## config.mk

```make
export PLATFORM = sky130hd
export DESIGN_NAME = base64_stream_encoder_flat
export DESIGN_NICKNAME = d
export VERILOG_FILES = /design/src/rtl/b64e_pkg.sv /design/src/rtl/b64e_byte_if.sv /design/src/rtl/b64e_char_if.sv /design/src/rtl/base64_stream_encoder.sv /design/src/rtl/b64e_front.sv /design/src/rtl/b64e_queue.sv /design/src/rtl/b64e_back.sv /design/src/flat_wrapper.sv
export SDC_FILE = /design/constraint.sdc
export NUM_CORES = 1
export LEC_CHECK = 0
export ABC_CLOCK_PERIOD_IN_PS = 4000
export BUFFER_PORTS_ARGS = -buffer_cell sky130_fd_sc_hd__buf_2
export CORE_ASPECT_RATIO = 1.2
export CORE_MARGIN = 2
export CORE_UTILIZATION = 25
export CTS_BUF_LIST = sky130_fd_sc_hd__clkbuf_8
export CTS_CLUSTER_DIAMETER = 100
export CTS_CLUSTER_SIZE = 14
export DETAILED_ROUTE_END_ITERATION = 10
export PLACE_DENSITY_LB_ADDON = 0.05
export SYNTH_ARGS = -nofsm -noshare
export SYNTH_HDL_FRONTEND = slang
export SYNTH_SLANG_ARGS = --single-unit
```

## constraint.sdc

```tcl
create_clock -name clk -period 4 [get_ports clk]
set_input_delay 0.6 -clock clk [delete_from_list [all_inputs] [get_ports clk]]
set_output_delay 0.6 -clock clk [all_outputs]
set_load 0.05 [all_outputs]
```

## src/rtl/b64e_pkg.sv

```systemverilog
package b64e_pkg;

  // Position of the next byte within its three-byte group.
  localparam logic [1:0] PH_FIRST  = 2'd0;
  localparam logic [1:0] PH_SECOND = 2'd1;
  localparam logic [1:0] PH_THIRD  = 2'd2;

  localparam logic [6:0] PAD_CHAR = 7'd61;

  localparam int QUEUE_DEPTH = 2;
  localparam int QPTR_W      = $clog2(QUEUE_DEPTH);
  localparam int QCNT_W      = $clog2(QUEUE_DEPTH + 1);

  // One byte's worth of output characters, as the front part leaves them.
  typedef struct packed {
    logic [3:0][6:0] chars;
    logic [1:0]      last_idx;  // index of the final character of this job
    logic            ends;      // the final character closes the stream
  } job_t;

  // Maps a six-bit value onto the standard base64 alphabet.
  function automatic logic [6:0] sym(input logic [5:0] idx);
    logic [6:0] ch;
    if (idx < 6'd26) begin
      ch = 7'd65 + {1'b0, idx};
    end else if (idx < 6'd52) begin
      ch = 7'd71 + {1'b0, idx};
    end else if (idx < 6'd62) begin
      ch = {1'b0, idx} - 7'd4;
    end else if (idx == 6'd62) begin
      ch = 7'd43;
    end else begin
      ch = 7'd47;
    end
    return ch;
  endfunction

endpackage

```

## src/rtl/b64e_byte_if.sv

```systemverilog
interface b64e_byte_if;
  logic       valid;
  logic       ready;
  logic [7:0] data_byte;
  logic       final_byte;

  modport source(output valid, output data_byte, output final_byte, input ready);
  modport sink(input valid, input data_byte, input final_byte, output ready);
endinterface

```

## src/rtl/b64e_char_if.sv

```systemverilog
interface b64e_char_if;
  logic       valid;
  logic       ready;
  logic [6:0] out_char;
  logic       last_char;

  modport source(output valid, output out_char, output last_char, input ready);
  modport sink(input valid, input out_char, input last_char, output ready);
endinterface

```

## src/rtl/base64_stream_encoder.sv

```systemverilog
// Channel  Role    Payload                     Meaning
// raw      sink    data_byte[7:0], final_byte  one input byte, flag on the stream's end
// enc      source  out_char[6:0], last_char    one base64 character or '=' pad
//
// Each accepted byte is turned combinationally into a job of one to four characters
// and queued; the output side sends one character per cycle while enc is ready, from a registered stage.
// In a long stream bytes average 4/3 characters, so the output port sets the pace.
// The final byte of a stream yields at most four characters.
// Synchronous active-high reset clears the group position, the queue and the output.
// A stall on enc fills the two-entry queue before raw.ready drops.
module base64_stream_encoder (
  input  logic        clk,
  input  logic        rst,
  b64e_byte_if.sink   raw,
  b64e_char_if.source enc
);

  // Jobs travel from the front part to the back part through a short queue,
  // so the byte side keeps taking items while characters wait on the output.
  b64e_pkg::job_t new_job;
  b64e_pkg::job_t head_job;
  logic           push;
  logic           pop;
  logic           full;
  logic           empty;

  // The front part tracks the position within the three-byte group and the
  // leftover low bits, and builds the characters that each byte completes,
  // padding included when the byte ends the stream.
  b64e_front u_front (
    .clk  (clk),
    .rst  (rst),
    .raw  (raw),
    .full (full),
    .push (push),
    .job  (new_job)
  );

  b64e_queue u_queue (
    .clk      (clk),
    .rst      (rst),
    .push     (push),
    .push_job (new_job),
    .full     (full),
    .pop      (pop),
    .head     (head_job),
    .empty    (empty)
  );

  // The back part walks through the head job one character per cycle while enc
  // is ready, and flags the stream's final character.
  b64e_back u_back (
    .clk   (clk),
    .rst   (rst),
    .head  (head_job),
    .empty (empty),
    .pop   (pop),
    .enc   (enc)
  );

endmodule

```

## src/rtl/b64e_front.sv

```systemverilog
module b64e_front (
  input  logic          clk,
  input  logic          rst,
  b64e_byte_if.sink     raw,
  input  logic          full,
  output logic          push,
  output b64e_pkg::job_t job
);

  logic [1:0] phase;
  logic [1:0] phase_next;
  logic [3:0] leftover;
  logic [3:0] leftover_next;

  assign raw.ready = !full;
  assign push      = raw.valid && !full;

  always_comb begin
    logic [7:0] b;
    logic       f;
    b             = raw.data_byte;
    f             = raw.final_byte;
    job.chars     = {4{b64e_pkg::PAD_CHAR}};
    job.last_idx  = 2'd0;
    job.ends      = 1'b0;
    phase_next    = b64e_pkg::PH_FIRST;
    leftover_next = 4'd0;
    unique case (phase)
      b64e_pkg::PH_SECOND: begin
        job.chars[0] = b64e_pkg::sym({leftover[1:0], b[7:4]});
        if (f) begin
          job.chars[1] = b64e_pkg::sym({b[3:0], 2'b00});
          job.last_idx = 2'd2;
          job.ends     = 1'b1;
        end else begin
          phase_next    = b64e_pkg::PH_THIRD;
          leftover_next = b[3:0];
        end
      end
      b64e_pkg::PH_THIRD: begin
        job.chars[0] = b64e_pkg::sym({leftover, b[7:6]});
        job.chars[1] = b64e_pkg::sym(b[5:0]);
        job.last_idx = 2'd1;
        job.ends     = f;
      end
      default: begin
        // Start of a group; the unused phase code is handled the same way.
        job.chars[0] = b64e_pkg::sym(b[7:2]);
        if (f) begin
          job.chars[1] = b64e_pkg::sym({b[1:0], 4'b0000});
          job.last_idx = 2'd3;
          job.ends     = 1'b1;
        end else begin
          phase_next    = b64e_pkg::PH_SECOND;
          leftover_next = {2'b00, b[1:0]};
        end
      end
    endcase
  end

  always_ff @(posedge clk) begin
    if (rst) begin
      phase    <= b64e_pkg::PH_FIRST;
      leftover <= 4'd0;
    end else if (push) begin
      phase    <= phase_next;
      leftover <= leftover_next;
    end
  end

endmodule

```

## src/rtl/b64e_queue.sv

```systemverilog
module b64e_queue (
  input  logic           clk,
  input  logic           rst,
  input  logic           push,
  input  b64e_pkg::job_t push_job,
  output logic           full,
  input  logic           pop,
  output b64e_pkg::job_t head,
  output logic           empty
);

  b64e_pkg::job_t                   slots [b64e_pkg::QUEUE_DEPTH];
  logic [b64e_pkg::QPTR_W-1:0]      wr_ptr;
  logic [b64e_pkg::QPTR_W-1:0]      rd_ptr;
  logic [b64e_pkg::QCNT_W-1:0]      count;

  assign full  = count == b64e_pkg::QCNT_W'(b64e_pkg::QUEUE_DEPTH);
  assign empty = count == '0;
  assign head  = slots[rd_ptr];

  always_ff @(posedge clk) begin
    if (push) begin
      slots[wr_ptr] <= push_job;
    end
  end

  always_ff @(posedge clk) begin
    if (rst) begin
      wr_ptr <= '0;
      rd_ptr <= '0;
      count  <= '0;
    end else begin
      if (push) begin
        wr_ptr <= wr_ptr + b64e_pkg::QPTR_W'(1);
      end
      if (pop) begin
        rd_ptr <= rd_ptr + b64e_pkg::QPTR_W'(1);
      end
      if (push && !pop) begin
        count <= count + b64e_pkg::QCNT_W'(1);
      end else if (pop && !push) begin
        count <= count - b64e_pkg::QCNT_W'(1);
      end
    end
  end

endmodule

```

## src/rtl/b64e_back.sv

```systemverilog
module b64e_back (
  input  logic           clk,
  input  logic           rst,
  input  b64e_pkg::job_t head,
  input  logic           empty,
  output logic           pop,
  b64e_char_if.source    enc
);

  logic [1:0] idx;
  logic       load;
  logic       at_end;

  assign load   = (!enc.valid || enc.ready) && !empty;
  assign at_end = idx == head.last_idx;
  assign pop    = load && at_end;

  always_ff @(posedge clk) begin
    if (rst) begin
      enc.valid <= 1'b0;
      idx       <= 2'd0;
    end else begin
      if (load) begin
        enc.valid <= 1'b1;
        idx       <= at_end ? 2'd0 : idx + 2'd1;
      end else if (enc.ready) begin
        enc.valid <= 1'b0;
      end
    end
  end

  always_ff @(posedge clk) begin
    if (load) begin
      enc.out_char  <= head.chars[idx];
      enc.last_char <= at_end && head.ends;
    end
  end

endmodule
```

## src/flat_wrapper.sv

```systemverilog
// flat-port wrapper written by rule: the top's interface ports become plain ports
module base64_stream_encoder_flat 
  (clk, rst, raw_valid, raw_data_byte, raw_final_byte, raw_ready, enc_valid, enc_out_char, enc_last_char, enc_ready);
  b64e_byte_if raw_i ();
  b64e_char_if enc_i ();
  input  logic clk;
  input  logic rst;
  input wire logic [$bits(raw_i.valid)-1:0] raw_valid;
  input wire logic [$bits(raw_i.data_byte)-1:0] raw_data_byte;
  input wire logic [$bits(raw_i.final_byte)-1:0] raw_final_byte;
  output wire logic [$bits(raw_i.ready)-1:0] raw_ready;
  output wire logic [$bits(enc_i.valid)-1:0] enc_valid;
  output wire logic [$bits(enc_i.out_char)-1:0] enc_out_char;
  output wire logic [$bits(enc_i.last_char)-1:0] enc_last_char;
  input wire logic [$bits(enc_i.ready)-1:0] enc_ready;
  assign raw_i.valid = raw_valid;
  assign raw_i.data_byte = raw_data_byte;
  assign raw_i.final_byte = raw_final_byte;
  assign raw_ready = raw_i.ready;
  assign enc_valid = enc_i.valid;
  assign enc_out_char = enc_i.out_char;
  assign enc_last_char = enc_i.last_char;
  assign enc_i.ready = enc_ready;
  base64_stream_encoder u_core (.clk(clk), .rst(rst), .raw(raw_i), .enc(enc_i));
endmodule
```

# [After elaboration in Yosys (flattened, before gate mapping)]
# Memory sizes are Yosys's and may differ from the RTL's. A register that Yosys moved wholly into a read port is not among the register bits.
# Index checks and enable logic that the tools add are counted.
[word_totals] register_bits=21 latch_bits=0 mem_bits_rw=34 mem_bits_ro=0 output_inout_bits=10 elab_cells=119 mem_count=1
[memory_table] memory="u_core.u_queue.slots" words=2 width=17 rd=1 rd_ports_with_merged_regs=1 wr=1 line="b64e_queue.sv:12" rtl="b64e_pkg::job_t slots [b64e_pkg::QUEUE_DEPTH];"
[classes] add_sub_neg=23 n_mul=0 div=0 order_cmp=19 eq_ne=8 shifts=0 mux=44 bitwise=0 n_reduce_logical=15
[op_table] op="$mux W7" n=21
[op_table] op="$add A7 B6 Y7 const A" n=12
[op_table] op="$lt A6 B6 Y1 const B" n=12
[op_table] op="$sub A6 B3 Y7 const B" n=6
[op_table] op="$lt A6 B5 Y1 const B" n=6
[op_table] op="$pmux W17 S2" n=1
[op_table] op="$eq A6 B6 Y1 const B" n=4
[op_table] op="$mux W3" n=6
[op_table] op="$bmux W7 S2" n=1
[op_table] op="$mux W2" n=5
[op_table] op="$pmux W4 S2" n=1
[op_table] op="$mux W1" n=7
[op_table] op="$logic_and A1 B1 Y1" n=6
[op_table] op="$logic_not A1 Y1" n=5
[op_table] op="$add A2 B1 Y2 const B" n=2
[op_table] op="$eq A2 B2 Y1 const B" n=2
[op_table] op="$mux W4" n=1
[op_table] op="$pmux W2 S2" n=1
[op_table] op="$reduce_bool A2 Y1" n=2
[op_table] op="$lt A2 B3 Y1 const B" n=1
[op_table] op="$add A1 B1 Y1 const B" n=2
[op_table] op="$eq A2 B1 Y1 const B" n=1
[op_table] op="$eq A2 B2 Y1" n=1
[op_table] op="$logic_not A2 Y1" n=1
[op_table] op="other kinds (2)" n=2

# [Longest topological paths before layout]
[depth] depth_word=7 depth_mapped=13

# [Hierarchy]
# From an unflattened synthesis, not the netlist that was laid out.
[hier_totals] cells_unflattened=520 hier_area_um2=5519.0
[modules_own_cells] mod="b64e_front" n_inst=1 cells_each=363 area_each_um2=2487.4 seq_area_each_um2=120.1
[modules_own_cells] mod="b64e_queue" n_inst=1 cells_each=118 area_each_um2=2433.6 seq_area_each_um2=1961.9
[modules_own_cells] mod="b64e_back" n_inst=1 cells_each=39 area_each_um2=598.1 seq_area_each_um2=300.3

# [Least setup slack after synthesis]
# Ideal clock, no wire load.
[synth_timing] path_type="input to register" startpoint="input port raw_data_byte[1]" endpoint="memory u_core.u_queue.slots[0][14] (netlist name) (data pin)" setup_time_ns=0.147 arrival_ns=2.952 required_ns=3.853 path_slack_ns=0.902 cell_stages=13 path_buffers=3 cell_sequence="buf_2 buf_2 inv_1 ha_1 nand2b_1 buf_2 xnor2_1 ha_1 inv_1 a211o_1 or3_1 a41o_1 a21oi_2"
[synth_lines] element="from (decl)" line="flat_wrapper.sv:9" rtl="input wire logic [$bits(raw_i.data_byte)-1:0] raw_data_byte;"
[synth_lines] element="to (decl)" line="b64e_queue.sv:12"

==> reports/metrics.cfg <==
[run_status]
status=complete, no violations

[floorplan]
coreArea_sq_um=16720
die_w_um=122.6
io_pins=23
std_cell_rows=52
design.die.area_sq_um=17930
start_util_pct=25.22
die_h_um=146.3

[cts]
cts_resized=0
clk_latency_ps=310
clk_path_buf_depth=2
cts_tree=done
postCtsHoldBufs=0
cts.sinks=56
postCtsSetupBuffers=0
cts-root-buf=clkbuf_8
cts-buffers-inserted=5
cts.clk_slew.worst_paths_ps=100
htree_num_levels=2

[global_routing]
grt_pass1_wl_um=20440
antenna_found_initial=0
grt_overflow=0
grt_max_degree=22
grt_usage_pct=14.83
first_global_vias=3427

[finish]
drive_gt1_share_pct=13.72
mostFrequentLayoutCells=42 x edfxtp_1, 32 x nor2_1, 31 x a21oi_1
antenna_cells=0
syn2layout_area_growth_pct=8.635
nets=489
mostFrequentLayoutCell=edfxtp_1
nFillCells=1783

[setup_path]
path_class=in -> reg
critical-path-slowest-cell=or3_1
max_stage_delay_ps=350
cp.required_ps=4150
critPathTopFamily=compound AO/OA/AOI/OAI gates
end_kind=register
critical_path_arrival_ps=3210
path_max_fanout=10
startpoint_type=primary input
cp.buffers_inverters=3
cp_cell_sequence=buf_2 -> inv_1 -> ha_1 -> nand2b_1 -> xnor2_1 -> ha_1 -> inv_1 -> a211o_1 -> or3_1 -> a41o_1 -> a21oi_2

[timing]
post-route-period-util_pct=76.33
max_freq_mhz=327.5
slew_violations=0
tns_ps=0
hold_viol=0
setup_viol=0
grt_setup_unrepaired=false
skew_ps=14.02
worst_pin_slew_ps=734.4
fin_crit_ps=3053
slew_headroom_pct=50.97

[placed_design]
globalplace.congestion=0.8095
dpl.hpwl_um=9734
portBuffers=22

[min_path]
min_path_type=reg -> reg

[logic_synthesis]
avgSynthCellArea_sq_um=9.454
synthArstFlopShare_pct=0
synth.ff_latch_count=56
synth_edf_count=42
yosys_warnings=0
syn-cell-area_sq_um=4217
ys.flop_type=edfxtp_1
ys_types=63
ys_seq_area_share_pct=36.56
synthesis.nets=484
synthCells=446

[route]
first_iter_violations=231
first_pass_iters=5
ant_nets=0
via_count=3434
routed_via_density=5.141
wirelength_um=12880
drc=0
avgRoutedWirePerCell_um=19.28

[job]
max-cap-violations=0

[power_and_ir_drop]
p_leak_uw=0.001677
p_total_uw=1938
ir_drop_mv=0.1449
power_density_nw_per_um2=423.1

final timing paths:
kind                         startpoint                           to  slack (ps)  cells past startpoint
min reg2reg     u_core.u_back.enc.valid      u_core.u_back.enc.valid         500                      2
max                    raw_data_byte[0]  u_core.u_queue.slots[0][14]         950                     11
max reg2reg  u_core.u_front.leftover[1]   u_core.u_queue.slots[1][7]        1330                      7
min             u_core.u_back.enc.valid      u_core.u_back.enc.valid         500                      2
cell families (layout without fill, tap and decap cells):
kind of cell	count (synthesis)	count (layout)	synth area share, %
XOR/XNOR	20	20	4.154
AO/OA/AOI/OAI	134	134	21.72
AND/OR/NAND/NOR	129	129	15.91
multiplexers	25	25	8.279
flip-flops	56	56	36.56
adder cells (fa/ha/maj)	25	25	7.418
buffers and inverters	57	63	5.964
final cells by class:
cell class | instances | area, sq um | area share [%]
Sequential cell | 56 | 1541 | 33.65
Inverter | 25 | 93.84 | 2.049
Multi-Input combinational cell | 333 | 2424 | 52.91
Tap cell | 216 | 270.3 | 5.900
Timing Repair Buffer | 30 | 170.2 | 3.715
Clock inverter | 3 | 12.51 | 0.2731
Clock buffer | 5 | 68.82 | 1.502
worst reg2reg max path, delay by kind of cell, from the launching register on:
family / cells / cell delay (ps)
adders and majority gates: 1 / 280
AOI/OAI and AO/OA: 3 / 700
and+or+nand+nor: 2 / 680
buffers and inverters: 1 / 180
DFF: 1 / 580
registers in the layout (all words and copies together), names as in the netlist, named ones only:
name	cells
u_core.u_front.leftover	4
u_core.u_back.enc.last_char	1
u_core.u_queue.rd_ptr	1
u_core.u_back.enc.valid	1
u_core.u_back.idx	2
u_core.u_front.phase	2
u_core.u_back.enc.out_char	7
u_core.u_queue.slots	34
u_core.u_queue.wr_ptr	1
u_core.u_queue.count	2
stage by stage:
step / hold WS (ps) / area [sq um] / util [%] / std cells / setup WS, ps
finish: 498.0 / 4581 / 27.39 / 668 / 946.7
global placement: 477.6 / 4499 / 26.91 / 660 / 777.2
detailed placement: 483.5 / 4499 / 26.91 / 660 / 670.8
CTS: 499.1 / 4581 / 27.39 / 668 / 981.0
floorplan: 472.5 / 4217 / - / 446 / 901.6
global route: 532.9 / 4581 / 27.39 / 668 / 793.9
where the power goes:
group	switching [uW]	internal [uW]	total, uW
Sequential	81.9	788	870
Clock	176	118	294
Combinational	503	271	774
Total	760	1180	1940
cells in the mapped netlist (all sizes together) (10+ instances only):
cell    number  area (sq um)
mux2i       12         120.1
dfxtp       14         280.3
o21ai       24         120.1
a211oi      13         97.59
nor2        32         120.1
nand3       10         50.05
nor2b       11         68.82
edfxtp      42          1261
a21oi       34         181.4
nand2b      12         75.07
ha          25         312.8
xnor2       13         113.9
inv         24         90.09
buf         24         127.6
nand2       28         105.1
layer usage:
metal	wire [um]	up-vias	track usage (%)
met2	6606	82	26.14
li1	-	1664	-
met1	5645	1676	19.25
met5	0	-	0
met3	405	12	1.172
met4	220	0	4.080
(Power assumes the default switching activity.)
